**config.mk**
```make
export PLATFORM = sky130hd
export DESIGN_NAME = rational_arith_reduce_top_flat
export DESIGN_NICKNAME = d
export VERILOG_FILES = /design/src/rtl/rar_pkg.sv /design/src/rtl/rar_if.sv /design/src/rtl/rar_mul.sv /design/src/rtl/rar_alu.sv /design/src/rtl/rational_arith_reduce_top.sv /design/src/flat_wrapper.sv
export SDC_FILE = /design/constraint.sdc
export NUM_CORES = 2
export LEC_CHECK = 0
export BUFFER_PORTS_ARGS = -buffer_cell sky130_fd_sc_hd__buf_4
export CAP_MARGIN = 0
export CORE_ASPECT_RATIO = 1.4
export CORE_MARGIN = 5
export CORE_UTILIZATION = 45
export DETAILED_ROUTE_END_ITERATION = 6
export SLEW_MARGIN = 10
export SYNTH_ARGS = -nofsm -noshare
export SYNTH_HDL_FRONTEND = slang
export SYNTH_HIERARCHICAL = 1
export SYNTH_SLANG_ARGS = --single-unit
```
**constraint.sdc**
```tcl
create_clock -name i_clk -period 8.7 [get_ports i_clk]
set_input_delay 1.74 -clock i_clk [delete_from_list [all_inputs] [get_ports i_clk]]
set_output_delay 1.74 -clock i_clk [all_outputs]
set_load 0.02 [all_outputs]
```
**src/rtl/rar_pkg.sv**
```systemverilog
// ----------------------------------------------------------------------------
// rar_pkg
// Shared constants and types of the rational arithmetic reduce block.
// ----------------------------------------------------------------------------
package rar_pkg;

    // Default operand width; the top level hands its own value down
    localparam int unsigned OPERAND_WIDTH_DEF = 16;

    // Fixed result field widths
    localparam int unsigned RES_NUM_W = 33;
    localparam int unsigned RES_DEN_W = 31;
    localparam int unsigned ACTION_W  = 2;

    // Operation codes; the fourth code is unused and flags an error
    typedef enum logic [ACTION_W-1:0] {
        ACT_ADD = 2'd0,
        ACT_MUL = 2'd1,
        ACT_DIV = 2'd2
    } t_action;

    // Shared add/subtract unit operation
    typedef enum logic {
        ALU_ADD = 1'b0,
        ALU_SUB = 1'b1
    } t_alu_op;

endpackage

```
**src/rtl/rar_if.sv**
```systemverilog
// ----------------------------------------------------------------------------
// rar_if
// Valid/ready channels of the rational arithmetic reduce block: operand
// words in, reduced fraction words out.
// ----------------------------------------------------------------------------

// Operand channel
interface rar_in_if #(
    parameter int unsigned OPERAND_WIDTH = rar_pkg::OPERAND_WIDTH_DEF
);
    logic                              valid;
    logic                              ready;
    logic [rar_pkg::ACTION_W-1:0]      action;
    logic signed [OPERAND_WIDTH-1:0]   a_num;
    logic signed [OPERAND_WIDTH-1:0]   a_den;
    logic signed [OPERAND_WIDTH-1:0]   b_num;
    logic signed [OPERAND_WIDTH-1:0]   b_den;

    modport source (
        output valid, action, a_num, a_den, b_num, b_den,
        input  ready
    );
    modport sink (
        input  valid, action, a_num, a_den, b_num, b_den,
        output ready
    );
endinterface

// Result channel
interface rar_out_if;
    logic                                  valid;
    logic                                  ready;
    logic signed [rar_pkg::RES_NUM_W-1:0]  res_num;
    logic [rar_pkg::RES_DEN_W-1:0]         res_den;
    logic                                  error;

    modport source (
        output valid, res_num, res_den, error,
        input  ready
    );
    modport sink (
        input  valid, res_num, res_den, error,
        output ready
    );
endinterface

```
**src/rtl/rar_mul.sv**
```systemverilog
// ----------------------------------------------------------------------------
// rar_mul
// Registered unsigned multiplier for operand magnitudes.
// ----------------------------------------------------------------------------
module rar_mul #(
    parameter int unsigned WIDTH = rar_pkg::OPERAND_WIDTH_DEF
) (
    input  logic                 i_clk,
    input  logic [WIDTH-1:0]     i_a,
    input  logic [WIDTH-1:0]     i_b,
    output logic [2*WIDTH-1:0]   o_prod
);
    logic [2*WIDTH-1:0] r_prod;
    logic [2*WIDTH-1:0] n_prod;

    // Full-width product of the two magnitudes
    assign n_prod = {{WIDTH{1'b0}}, i_a} * {{WIDTH{1'b0}}, i_b};

    always_ff @(posedge i_clk) begin
        r_prod <= n_prod;
    end

    assign o_prod = r_prod;

endmodule

```
**src/rtl/rar_alu.sv**
```systemverilog
// ----------------------------------------------------------------------------
// rar_alu
// Shared add/subtract unit. The extra top bit of the result is the carry
// on add and the borrow (a < b) on subtract.
// ----------------------------------------------------------------------------
module rar_alu #(
    parameter int unsigned WIDTH = 2 * rar_pkg::OPERAND_WIDTH_DEF + 1
) (
    input  rar_pkg::t_alu_op   i_op,
    input  logic [WIDTH-1:0]   i_a,
    input  logic [WIDTH-1:0]   i_b,
    output logic [WIDTH:0]     o_res
);
    import rar_pkg::*;

    logic [WIDTH:0] a_ext;
    logic [WIDTH:0] b_opnd;
    logic           cin;

    // a + b, or a + ~b + 1 for subtract
    always_comb begin
        cin    = (i_op == ALU_SUB);
        a_ext  = {1'b0, i_a};
        b_opnd = cin ? ~{1'b0, i_b} : {1'b0, i_b};
        o_res  = a_ext + b_opnd + {{WIDTH{1'b0}}, cin};
    end

endmodule

```
**src/rtl/rational_arith_reduce_top.sv**
```systemverilog
// ----------------------------------------------------------------------------
// rational_arith_reduce_top
// Adds, multiplies or divides two signed fractions and reduces the result
// by the gcd of numerator and denominator, sign carried by the numerator.
//
//   channel | dir | handshake     | word
//   --------+-----+---------------+------------------------------------------
//   i_in    | in  | valid/ready   | action, a_num, a_den, b_num, b_den
//   o_out   | out | valid/ready   | res_num, res_den, error
//
// One word at a time. An error word goes from idle straight to the done state and
// is loaded into the output register from there; a zero numerator first passes
// the four multiply states and the sum. Others: the multiply states, one or two
// sum states, a binary gcd loop of one subtract, shift or swap per cycle (data
// dependent), two restoring divisions and the load. i_in.ready is high only
// while idle; a done word waits while the output register is full.
// Reset is synchronous, active low, and clears control only.
// ----------------------------------------------------------------------------
module rational_arith_reduce_top #(
    parameter int unsigned OPERAND_WIDTH = rar_pkg::OPERAND_WIDTH_DEF
) (
    input  logic        i_clk,
    input  logic        i_rst_n,
    rar_in_if.sink      i_in,
    rar_out_if.source   o_out
);
    import rar_pkg::*;

    localparam int unsigned W  = OPERAND_WIDTH;
    localparam int unsigned MW = 2 * W;          // product / sum magnitude
    localparam int unsigned AW = MW + 1;         // shared unit width
    localparam int unsigned KW = $clog2(MW + 1); // common power of two count
    localparam int unsigned CW = $clog2(MW);     // division bit index
    localparam int unsigned NW = (MW > RES_NUM_W) ? MW : RES_NUM_W;
    localparam int unsigned DW = (MW > RES_DEN_W) ? MW : RES_DEN_W;

    typedef enum logic [10:0] {
        S_IDLE = 11'b000_0000_0001,
        S_MUL0 = 11'b000_0000_0010,
        S_MUL1 = 11'b000_0000_0100,
        S_MUL2 = 11'b000_0000_1000,
        S_MUL3 = 11'b000_0001_0000,
        S_SUM  = 11'b000_0010_0000,
        S_SUBR = 11'b000_0100_0000,
        S_GCD  = 11'b000_1000_0000,
        S_DIVN = 11'b001_0000_0000,
        S_DIVD = 11'b010_0000_0000,
        S_DONE = 11'b100_0000_0000
    } t_state;

    // Two's complement to magnitude; the most negative value maps to 2^(W-1)
    function automatic logic [W-1:0] f_mag(input logic [W-1:0] v);
        f_mag = v[W-1] ? (~v + {{(W-1){1'b0}}, 1'b1}) : v;
    endfunction

    // Control state
    t_state          r_state, n_state;
    logic            r_out_valid, n_out_valid;

    // Operand and working registers
    t_action         r_act, n_act;
    logic            r_an_s, r_ad_s, r_bn_s, r_bd_s;
    logic            n_an_s, n_ad_s, n_bn_s, n_bd_s;
    logic [W-1:0]    r_an, r_ad, r_bn, r_bd;
    logic [W-1:0]    n_an, n_ad, n_bn, n_bd;
    logic [MW-1:0]   r_p1, r_p2, n_p1, n_p2;
    logic [MW-1:0]   r_nm, r_dm, n_nm, n_dm;
    logic            r_neg, n_neg;
    logic            r_err, n_err;
    logic [MW-1:0]   r_u, r_v, n_u, n_v;
    logic [KW-1:0]   r_k, n_k;
    logic [MW-1:0]   r_g, n_g;
    logic [MW-1:0]   r_x, r_rem, n_x, n_rem;
    logic [CW-1:0]   r_cnt, n_cnt;

    // Output register
    logic [RES_NUM_W-1:0] r_res_num;
    logic [RES_DEN_W-1:0] r_res_den;
    logic                 r_res_err;
    logic                 out_load;

    // Shared units
    logic [W-1:0]    mul_a, mul_b;
    logic [MW-1:0]   mul_prod;
    t_alu_op         alu_op;
    logic [AW-1:0]   alu_a, alu_b;
    logic [AW:0]     alu_res;
    logic            alu_borrow;

    // Decoded input word
    logic            in_take;
    logic            in_err;
    logic            act_bad;
    t_action         in_act;

    // Product signs
    logic            s_p1, s_p2, s_den;

    // Sum result select
    logic            nm_rdy;
    logic [MW-1:0]   nm_sel;
    logic            sgn_sel;

    // Division step
    logic [MW-1:0]   q_next;
    logic [MW-1:0]   rem_next;

    // Output formatting
    logic [NW-1:0]   nm_ext, num_sgn;
    logic [DW-1:0]   dm_ext;

    rar_mul #(.WIDTH(W)) u_mul (
        .i_clk  (i_clk),
        .i_a    (mul_a),
        .i_b    (mul_b),
        .o_prod (mul_prod)
    );

    rar_alu #(.WIDTH(AW)) u_alu (
        .i_op   (alu_op),
        .i_a    (alu_a),
        .i_b    (alu_b),
        .o_res  (alu_res)
    );

    assign i_in.ready = (r_state == S_IDLE);
    assign in_take    = i_in.valid && (r_state == S_IDLE);
    assign in_act     = t_action'(i_in.action);
    assign act_bad    = (in_act != ACT_ADD) && (in_act != ACT_MUL) && (in_act != ACT_DIV);
    assign in_err     = act_bad || (i_in.a_den == '0) || (i_in.b_den == '0) ||
                        ((in_act == ACT_DIV) && (i_in.b_num == '0));

    // Signs of the partial products and of the denominator product
    assign s_p1  = r_an_s ^ ((r_act == ACT_MUL) ? r_bn_s : r_bd_s);
    assign s_p2  = r_bn_s ^ r_ad_s;
    assign s_den = r_ad_s ^ ((r_act == ACT_DIV) ? r_bn_s : r_bd_s);

    // Multiplier operand select
    always_comb begin
        mul_a = '0;
        mul_b = '0;
        case (r_state)
            S_MUL0: begin
                mul_a = r_an;
                mul_b = (r_act == ACT_MUL) ? r_bn : r_bd;
            end
            S_MUL1: begin
                mul_a = r_bn;
                mul_b = r_ad;
            end
            S_MUL2: begin
                mul_a = r_ad;
                mul_b = (r_act == ACT_DIV) ? r_bn : r_bd;
            end
            default: begin
            end
        endcase
    end

    // Add/subtract operand select
    always_comb begin
        alu_op = ALU_SUB;
        alu_a  = '0;
        alu_b  = '0;
        case (r_state)
            S_SUM: begin
                alu_op = (s_p1 == s_p2) ? ALU_ADD : ALU_SUB;
                alu_a  = AW'(r_p1);
                alu_b  = AW'(r_p2);
            end
            S_SUBR: begin
                alu_a = AW'(r_p2);
                alu_b = AW'(r_p1);
            end
            S_GCD: begin
                alu_a = AW'(r_u);
                alu_b = AW'(r_v);
            end
            S_DIVN, S_DIVD: begin
                alu_a = {r_rem, r_x[MW-1]};
                alu_b = AW'(r_g);
            end
            default: begin
            end
        endcase
    end

    assign alu_borrow = alu_res[AW];

    // One restoring division step: trial subtract of the divisor
    assign q_next   = {r_x[MW-2:0], ~alu_borrow};
    assign rem_next = alu_borrow ? {r_rem[MW-2:0], r_x[MW-1]} : alu_res[MW-1:0];

    // Output word formatting
    assign nm_ext  = NW'(r_nm);
    assign num_sgn = r_neg ? (~nm_ext + NW'(1)) : nm_ext;
    assign dm_ext  = DW'(r_dm);
    assign out_load = (r_state == S_DONE) && (!r_out_valid || o_out.ready);

    // Sequencer
    always_comb begin
        n_state = r_state;
        n_act   = r_act;
        n_an_s  = r_an_s;
        n_ad_s  = r_ad_s;
        n_bn_s  = r_bn_s;
        n_bd_s  = r_bd_s;
        n_an    = r_an;
        n_ad    = r_ad;
        n_bn    = r_bn;
        n_bd    = r_bd;
        n_p1    = r_p1;
        n_p2    = r_p2;
        n_nm    = r_nm;
        n_dm    = r_dm;
        n_neg   = r_neg;
        n_err   = r_err;
        n_u     = r_u;
        n_v     = r_v;
        n_k     = r_k;
        n_g     = r_g;
        n_x     = r_x;
        n_rem   = r_rem;
        n_cnt   = r_cnt;
        nm_rdy  = 1'b0;
        nm_sel  = r_p1;
        sgn_sel = s_p1;

        case (r_state)
            S_IDLE: begin
                if (in_take) begin
                    n_act  = in_act;
                    n_an_s = i_in.a_num[W-1];
                    n_ad_s = i_in.a_den[W-1];
                    n_bn_s = i_in.b_num[W-1];
                    n_bd_s = i_in.b_den[W-1];
                    n_an   = f_mag(W'(i_in.a_num));
                    n_ad   = f_mag(W'(i_in.a_den));
                    n_bn   = f_mag(W'(i_in.b_num));
                    n_bd   = f_mag(W'(i_in.b_den));
                    n_err  = in_err;
                    if (in_err) begin
                        n_nm    = '0;
                        n_dm    = '0;
                        n_neg   = 1'b0;
                        n_state = S_DONE;
                    end else begin
                        n_state = S_MUL0;
                    end
                end
            end
            S_MUL0: n_state = S_MUL1;
            S_MUL1: begin
                n_p1    = mul_prod;
                n_state = S_MUL2;
            end
            S_MUL2: begin
                n_p2    = mul_prod;
                n_state = S_MUL3;
            end
            S_MUL3: begin
                n_dm    = mul_prod;
                n_state = S_SUM;
            end
            // Numerator: p1 alone, or the signed sum of p1 and p2
            S_SUM: begin
                if (r_act != ACT_ADD) begin
                    nm_rdy = 1'b1;
                end else if ((alu_op == ALU_ADD) || !alu_borrow) begin
                    nm_rdy = 1'b1;
                    nm_sel = alu_res[MW-1:0];
                end else begin
                    n_state = S_SUBR;
                end
            end
            S_SUBR: begin
                nm_rdy  = 1'b1;
                nm_sel  = alu_res[MW-1:0];
                sgn_sel = s_p2;
            end
            // Binary gcd, one shift, subtract or swap per cycle
            S_GCD: begin
                if (alu_res == '0) begin
                    n_g     = r_u << r_k;
                    n_x     = r_nm;
                    n_rem   = '0;
                    n_cnt   = '0;
                    n_state = S_DIVN;
                end else if (!r_u[0] && !r_v[0]) begin
                    n_u = r_u >> 1;
                    n_v = r_v >> 1;
                    n_k = r_k + KW'(1);
                end else if (!r_u[0]) begin
                    n_u = r_u >> 1;
                end else if (!r_v[0]) begin
                    n_v = r_v >> 1;
                end else if (!alu_borrow) begin
                    n_u = alu_res[MW-1:0] >> 1;
                end else begin
                    n_u = r_v;
                    n_v = r_u;
                end
            end
            // Numerator divided by the gcd
            S_DIVN: begin
                n_x   = q_next;
                n_rem = rem_next;
                n_cnt = r_cnt + CW'(1);
                if (r_cnt == CW'(MW - 1)) begin
                    n_nm    = q_next;
                    n_x     = r_dm;
                    n_rem   = '0;
                    n_cnt   = '0;
                    n_state = S_DIVD;
                end
            end
            // Denominator divided by the gcd
            S_DIVD: begin
                n_x   = q_next;
                n_rem = rem_next;
                n_cnt = r_cnt + CW'(1);
                if (r_cnt == CW'(MW - 1)) begin
                    n_dm    = q_next;
                    n_state = S_DONE;
                end
            end
            S_DONE: begin
                if (out_load) begin
                    n_state = S_IDLE;
                end
            end
            default: n_state = S_IDLE;
        endcase

        // Numerator known: zero goes out unreduced, otherwise start the gcd
        if (nm_rdy) begin
            n_nm  = nm_sel;
            n_neg = (nm_sel != '0) && (sgn_sel ^ s_den);
            n_u   = nm_sel;
            n_v   = r_dm;
            n_k   = '0;
            n_state = (nm_sel == '0) ? S_DONE : S_GCD;
        end
    end

    // Output register handshake
    always_comb begin
        n_out_valid = r_out_valid;
        if (out_load) begin
            n_out_valid = 1'b1;
        end else if (o_out.ready) begin
            n_out_valid = 1'b0;
        end
    end

    // Control registers
    always_ff @(posedge i_clk) begin
        if (!i_rst_n) begin
            r_state     <= S_IDLE;
            r_out_valid <= 1'b0;
        end else begin
            r_state     <= n_state;
            r_out_valid <= n_out_valid;
        end
    end

    // Datapath registers
    always_ff @(posedge i_clk) begin
        r_act  <= n_act;
        r_an_s <= n_an_s;
        r_ad_s <= n_ad_s;
        r_bn_s <= n_bn_s;
        r_bd_s <= n_bd_s;
        r_an   <= n_an;
        r_ad   <= n_ad;
        r_bn   <= n_bn;
        r_bd   <= n_bd;
        r_p1   <= n_p1;
        r_p2   <= n_p2;
        r_nm   <= n_nm;
        r_dm   <= n_dm;
        r_neg  <= n_neg;
        r_err  <= n_err;
        r_u    <= n_u;
        r_v    <= n_v;
        r_k    <= n_k;
        r_g    <= n_g;
        r_x    <= n_x;
        r_rem  <= n_rem;
        r_cnt  <= n_cnt;
        if (out_load) begin
            r_res_num <= num_sgn[RES_NUM_W-1:0];
            r_res_den <= dm_ext[RES_DEN_W-1:0];
            r_res_err <= r_err;
        end
    end

    assign o_out.valid   = r_out_valid;
    assign o_out.res_num = r_res_num;
    assign o_out.res_den = r_res_den;
    assign o_out.error   = r_res_err;

    // An accepted word always leaves idle
    a_take_busy: assert property (@(posedge i_clk) disable iff (!i_rst_n)
        (i_in.valid && i_in.ready) |=> (r_state != S_IDLE))
        else $error("accepted word did not start the sequencer");

    // Gcd operands never reach zero
    a_gcd_nonzero: assert property (@(posedge i_clk) disable iff (!i_rst_n)
        (r_state == S_GCD) |-> ((r_u != '0) && (r_v != '0)))
        else $error("gcd operand is zero");

    // Partial remainder stays below the divisor
    a_rem_bound: assert property (@(posedge i_clk) disable iff (!i_rst_n)
        ((r_state == S_DIVN) || (r_state == S_DIVD)) |-> (r_rem < r_g))
        else $error("division remainder out of range");

    // Error words carry an all-zero fraction
    a_err_zero: assert property (@(posedge i_clk) disable iff (!i_rst_n)
        (o_out.valid && o_out.error) |-> ((o_out.res_num == '0) && (o_out.res_den == '0)))
        else $error("error word with nonzero fraction");

endmodule
```
**src/flat_wrapper.sv**
```systemverilog
// flat-port wrapper written by rule: the top's interface ports become plain ports
module rational_arith_reduce_top_flat import rar_pkg::*;
#(
    parameter int unsigned OPERAND_WIDTH = rar_pkg::OPERAND_WIDTH_DEF
)
  (i_clk, i_rst_n, i_in_valid, i_in_action, i_in_a_num, i_in_a_den, i_in_b_num, i_in_b_den, i_in_ready, o_out_valid, o_out_res_num, o_out_res_den, o_out_error, o_out_ready);
  rar_in_if #(.OPERAND_WIDTH(OPERAND_WIDTH)) i_in_i ();
  rar_out_if o_out_i ();
  input  logic i_clk;
  input  logic i_rst_n;
  input wire logic [$bits(i_in_i.valid)-1:0] i_in_valid;
  input wire logic [$bits(i_in_i.action)-1:0] i_in_action;
  input wire logic [$bits(i_in_i.a_num)-1:0] i_in_a_num;
  input wire logic [$bits(i_in_i.a_den)-1:0] i_in_a_den;
  input wire logic [$bits(i_in_i.b_num)-1:0] i_in_b_num;
  input wire logic [$bits(i_in_i.b_den)-1:0] i_in_b_den;
  output wire logic [$bits(i_in_i.ready)-1:0] i_in_ready;
  output wire logic [$bits(o_out_i.valid)-1:0] o_out_valid;
  output wire logic [$bits(o_out_i.res_num)-1:0] o_out_res_num;
  output wire logic [$bits(o_out_i.res_den)-1:0] o_out_res_den;
  output wire logic [$bits(o_out_i.error)-1:0] o_out_error;
  input wire logic [$bits(o_out_i.ready)-1:0] o_out_ready;
  assign i_in_i.valid = i_in_valid;
  assign i_in_i.action = i_in_action;
  assign i_in_i.a_num = i_in_a_num;
  assign i_in_i.a_den = i_in_a_den;
  assign i_in_i.b_num = i_in_b_num;
  assign i_in_i.b_den = i_in_b_den;
  assign i_in_ready = i_in_i.ready;
  assign o_out_valid = o_out_i.valid;
  assign o_out_res_num = o_out_i.res_num;
  assign o_out_res_den = o_out_i.res_den;
  assign o_out_error = o_out_i.error;
  assign o_out_i.ready = o_out_ready;
  rational_arith_reduce_top #(.OPERAND_WIDTH(OPERAND_WIDTH)) u_core (.i_clk(i_clk), .i_rst_n(i_rst_n), .i_in(i_in_i), .o_out(o_out_i));
endmodule
```
**Word-level counts from Yosys, hierarchy flattened**

Cells that the tools add are included.

- Output and inout bits: 67
- Logic and storage cells: 209
- Register bits after elaboration: 480
- Input port bits: 70

- Mux-type cells: 70
- Eq/ne operators: 34
- $mul: 1
- Add/sub/neg operators: 9
- Reductions and logical operators: 46
- Bitwise operators: 13
- Shift-type cells: 1

Operators with widths:

| cell | number |
|---|---|
| two-way mux 32 bit | 26 |
| case mux 32 bit (3 select lines) | 3 |
| case mux 33 bit (4 select lines) | 1 |
| case mux 32 bit (2 select lines) | 2 |
| case mux 32 bit (4 select lines) | 1 |
| case mux 11 bit (11 select lines) | 1 |
| two-way mux 11 bit | 10 |
| case mux 16 bit (3 select lines) | 2 |
| adder 16 x 1 -> 16 bit, second input constant | 4 |
| NOT 16 bit | 4 |
| two-way mux 15 bit | 4 |
| logical NOT 16 bit | 3 |
| adder 33 x 34 -> 34 bit | 1 |
| adder 34 x 1 -> 34 bit | 1 |
| logical NOT 34 bit | 1 |
| two-way mux 34 bit | 1 |
| NOT 33 -> 34 bit | 1 |
| adder 33 x 1 -> 33 bit, second input constant | 1 |
| NOT 32 -> 33 bit | 1 |
| logical NOT 32 bit | 1 |
| multiplier 16 x 16 -> 32 bit | 1 |
| two-way mux 16 bit | 2 |
| nonzero test 32 bit | 1 |
| << shifter 32 x 6 -> 32 bit | 1 |
| other kinds (38) | 100 |

**Logic depth before layout (Yosys ltp)**

- Depth in word-level cells: 17
- Depth in mapped cells: 31
- Gate-level depth less buffers: 28

**Cells and area by module**

The synthesis kept the hierarchy.

By module, submodules not included:

| module | area an instance (um2) | cells an instance | times used | sequential area each (um2) |
|---|---|---|---|---|
| rational_arith_reduce_top | 22953.3 | 2032 | 1 | 13272.7 |
| rar_mul | 9221.3 | 1022 | 1 | 640.6 |
| rar_alu | 2173.3 | 306 | 1 | 0.0 |

**Worst setup path before layout**

OpenSTA, ideal clock, no wires.

- Kind: register to register
- From: register u_core.r_state[10]
- To: register u_core.u_mul.r_prod[28], in the netlist u_core/u_mul/o_prod[28]
- Path buffers: 2
- Path slack: 0.335 ns
- Stages on the path, launching flop included: 26
- Data required time: 8.628 ns
- Arrival time: 8.293 ns
- Period minus slack after synthesis: 8.365 ns
- Setup time: 0.072 ns
- Cells stage by stage: dfxtp_1 -> nor4_1 -> nand3_1 -> nor3b_1 -> clkbuf_1 -> a222oi_1 -> inv_1 -> clkbuf_1 -> nand2_1 -> fa_1 -> fa_1 -> inv_1 -> fa_1 -> fa_1 -> fa_1 -> inv_1 -> fa_1 -> inv_1 -> ha_1 -> a21oi_1 -> o21a_1 -> o21ai_1 -> a221oi_2 -> o41ai_2 -> a221oi_2 -> xnor2_1

- Cells in the longest elaborated chain, start to end: 3
- Elaborated cells between the ends (all ways): 6
- Classes of those cells: 1 x mul; 3 x eq/ne; 2 x mux

RTL lines:

| what | line | RTL |
|---|---|---|
| start, declared | rational_arith_reduce_top.sv:57 | `t_state r_state, n_state;` |
| start signal, assigned | rational_arith_reduce_top.sv:362 | `r_state <= n_state;` |
| equality test 11 x 4 -> 1 bit (tied with other cells) | rational_arith_reduce_top.sv:142 | `case (r_state)` |
| case mux 16 bit (3 select lines) * | rational_arith_reduce_top.sv:142 |  |
| net u_core.mul_a[0] | rational_arith_reduce_top.sv:83 | `logic [W-1:0] mul_a, mul_b;` |
| multiplier 16 x 16 -> 32 bit * | rar_mul.sv:17 | `assign n_prod = {{WIDTH{1'b0}}, i_a} * {{WIDTH{1'b0}}, i_b};` |
| net u_core.u_mul.n_prod[28] | rar_mul.sv:14 | `logic [2*WIDTH-1:0] n_prod;` |
| end signal, assigned | rar_mul.sv:20 | `r_prod <= n_prod;` |
| end, declared | rar_mul.sv:13 | `logic [2*WIDTH-1:0] r_prod;` |

Mark *: on every way through the listed nets, which the timed path passes. The rest lies on a longest branch.
A chain may end at the register's enable or synchronous reset.

**Worst setup path in the final report**

- From: register u_core.r_state[7]
- To: register u_core.u_mul.r_prod[25], in the netlist u_core/u_mul/o_prod[25]

- Cells in the longest elaborated chain, start to end: 3
- Elaborated cells between the ends (all ways): 6
- Classes of those cells: 1 x mul; 3 x eq/ne; 2 x mux

RTL lines:

| what | line |
|---|---|
| equality test 11 x 4 -> 1 bit (tied with other cells) | rational_arith_reduce_top.sv:142 |
| case mux 16 bit (3 select lines) * | rational_arith_reduce_top.sv:142 |
| net u_core.mul_b[12] | rational_arith_reduce_top.sv:83 |
| multiplier 16 x 16 -> 32 bit * | rar_mul.sv:17 |
| net u_core.u_mul.n_prod[25] | rar_mul.sv:14 |

Marks and branches as above.

==> impl_results.md <==
* Die W at 243 um
* Setup repair bufs after CTS at 0
* Primary FF master, synth: edfxtp_1
* Reg clk slew, reported paths at 0.06 ns
* Clock Tree Root: clkbuf_16
* Comb power frac at 8.4%
* FMAX at 123 MHz
* Die Y at 337 um
* IO Pins at 137
* Internal power at 4.16 mW
* Commonest non-fill, non-tap cell in the layout: nand2_1
* Synth unique cells at 87
* Cts-stage hold buffer count at 0
* RD Place Congestion at 0.933
* Routed via count at 26900
* Slew Limit Headroom at 31.2%
* Wire per inst at 25.8 um
* Worst setup EP type: flip-flop
* # H-tree levels at 2
* Final Skew at 0.0403 ns
* Mapped Avg Cell Area at 10.2 um2
* Most frequent cells in the layout: 599 x nand2_1, 430 x edfxtp_1, 284 x inv_1
* Power density cells at 146 nW/um2
* CTS tree: done
* M1 wire length at 39200 um
* Data required, critical path at 9.19 ns
* Core Region at 76100 um2
* Synth area leaders: edfxtp_1 38%, fa_1 11%, nand2_1 6.6%
* Post-route setup TNS at 0 ns
* Mapped Area at 34300 um2
* RSZ-0062 raised after global routing: false
* Final routed DRC violation total at 23
* Number of gates resized after CTS at 0
* Yosys warns at 6
* Die ar. at 82000 um2
* Outcome: complete, but fails checks
* Dpl hpwl at 88300 um
* CTS buffer count at 51
* Final WL at 115000 um
* Fin crit share at 93.6%
* Slew Limit Fails at 0
* CP max FO at 50
* Hold Vio Cnt, Final at 0
* Switch Pwr at 1.47 mW
* Via density at 6.03
* Largest net degree at the start of global routing at 72
* Max Used Layer: met4
* Endpoints failing setup at 0
* Skew-Pair Late Insertion Delay at 0.65 ns
* Min-Delay Path Class: reg -> reg
* EDFF count, synth at 430
* Max-cap violations at 0
* GR Util All Layers at 27.5%
* Initial antenna violation count at 1
* Starting Density at 45.1%
* Buffers on Ports at 136
* Net Sw Frac at 26.1%
* Startpoint Class: flip-flop
* Vias in the first global route at 27300
* Routed met2 length at 59500 um
* Synthesized flop and latch total at 480
* # fillers at 6943
* Clock share of power at 40.6%
* Fin nets at 3855
* Fin crit period at 8.15 ns
* Initial DRC count at 2495
* Lkg Pwr at 15.8 nW
* Seq/Total Area, Yosys at 40.5%
* Peak supply drop at 170 uV
* Share of cells above drive strength 1 at 11.6%
* Reg power frac at 51.0%
* Crit Path Category: reg -> reg
* Routed wl met3 at 5920 um
* Yosys top cell area share at 37.6%
* Total congestion overflow at 0
* Clock tree buffer depth at 3
* Final Power at 5.62 mW
* Syn-to-layout area delta at 12.1%
* ANT nets after route at 0
* Gate Count Post-Synth at 3360
* Syn nets at 3769
* WP data arrival at 8.64 ns
* Final core utilization at 50.6%
* Num Clock Sinks at 480
* Placement row count at 120
* Tightest Pin Transition at 1.03 ns
* Yosys top cell by area: edfxtp_1
* DRT Pass-1 Iters at 7
* Asr flop ratio synth at 0%
* Failing checks: design-rule violations
* First-pass GRT wire length at 171000 um
[power groups by stage]
stage	Combinational, mW	Clock (mW)	Sequential (mW)
after CTS	0.476	2.32	2.87
final	0.473	2.28	2.87
after global routing	0.521	2.41	2.88
after floorplan	0.303	0	2.83
after detailed placement	0.473	0	2.92
after global placement	0.468	0	2.92
[cell usage after synthesis, types with 11 or more instances]
master / count
a211oi_1: 11
nand3_1: 68
nand4_1: 20
mux2_2: 12
a22oi_1: 73
nor2_1: 97
nand2_1: 601
edfxtp_1: 430
nor3_1: 14
xor2_1: 66
ha_1: 144
xnor2_1: 117
clkbuf_1: 164
a221oi_1: 30
o31ai_1: 23
fa_1: 195
a22o_1: 31
nor2b_1: 12
nand2b_1: 46
or3_1: 12
and2_1: 136
buf_1: 20
o21ai_1: 14
nor4_1: 29
inv_1: 286
a21o_1: 29
mux2i_1: 85
dfxtp_1: 50
a21oi_1: 145
o21a_1: 13
o41ai_1: 12
mux4_2: 28
a222oi_1: 55
o21ai_0: 134
[per-layer routing]
layer | track usage (%) | up-vias
met5 | 0 | -
met2 | 50.4 | 1149
met3 | 2.94 | 373
li1 | - | 12100
met1 | 29.3 | 13300
met4 | 20.3 | 0
[path summary, 6_finish.rpt]
| check | start | endpoint | slack [ns] | cells past startpoint |
|---|---|---|---|---|
| setup / recovery | u_core/r_state[7] | u_core/u_mul/o_prod[25] | 0.55 | 26 |
| hold / removal | u_core/r_err | u_core/o_out.error | 0.44 | 0 |
| setup reg to reg | u_core/r_state[7] | u_core/u_mul/o_prod[25] | 0.55 | 26 |
| hold reg to reg | u_core/r_err | u_core/o_out.error | 0.44 | 0 |
[critical path: stages (launching register included)]
cell	delay, ns
dfxtp_1	0.35
nor3_1	0.46
nand3_1	0.23
nor3b_2	0.26
buf_6	0.49
a21oi_1	0.13
a21oi_1	0.14
buf_4	0.22
a222oi_1	0.11
inv_1	0.47
nand2_1	0.16
fa_1	0.55
inv_1	0.05
fa_1	0.46
fa_1	0.52
fa_1	0.52
fa_1	0.54
inv_1	0.05
fa_1	0.52
inv_1	0.04
ha_1	0.37
a21o_1	0.19
a2111oi_0	0.41
a31oi_1	0.22
a31oi_1	0.29
o21ai_1	0.10
xor2_1	0.15
[final cells by class]
class / instances / area, um2 / area share, %
well taps: 976 / 1220 / 3.17
diodes: 1 / 2.50 / 0.00650
clock inverters: 36 / 394 / 1.02
flip-flops and latches: 480 / 13900 / 36.1
repair buffers: 223 / 1790 / 4.65
multi-input cells: 2402 / 18700 / 48.7
inverters: 288 / 1080 / 2.81
clock buffers: 58 / 1360 / 3.52
[flip-flops by register name, indices dropped and copies added, names as in the netlist, 11 cells and up]
signal and flops:
u_core/r_p2 32, u_core/o_out.res_den 31, u_core/r_nm 32, u_core/r_rem 32, u_core/r_an 16, u_core/r_state 11
u_core/dm_ext 32, u_core/r_ad 16, u_core/r_p1 32, u_core/o_out.res_num 33, u_core/r_bd 16, u_core/r_v 32
u_core/r_u 32, u_core/r_x 32, u_core/u_mul/o_prod 32, u_core/r_g 32, u_core/r_bn 16
[stage by stage]
stage / setup WS (ns) / instances / hold WS (ns) / instance area (um2)
after global routing: 0.0232 / 4463 / 0.440 / 38500
after CTS: 0.397 / 4463 / 0.437 / 38500
final: 0.553 / 4464 / 0.440 / 38500
after floorplan: 0.335 / 3360 / 0.400 / 34300
after detailed placement: 0.437 / 4369 / 0.422 / 36800
after global placement: 0.578 / 4369 / 0.406 / 36800
[kinds of logic (layout without fill, tap and decap cells)]
family	count (synthesis)	count (layout)	synth area share, %
buf+inv	478	605	5.26
mux	125	125	4.71
other cells	1	2	0.0109
compound gates	657	657	13.3
simple gates	1097	1097	14.9
fa+ha+maj	339	339	16.6
xor+xnor	183	183	4.67
flops	480	480	40.5
Power figures use the tool's default switching activity.
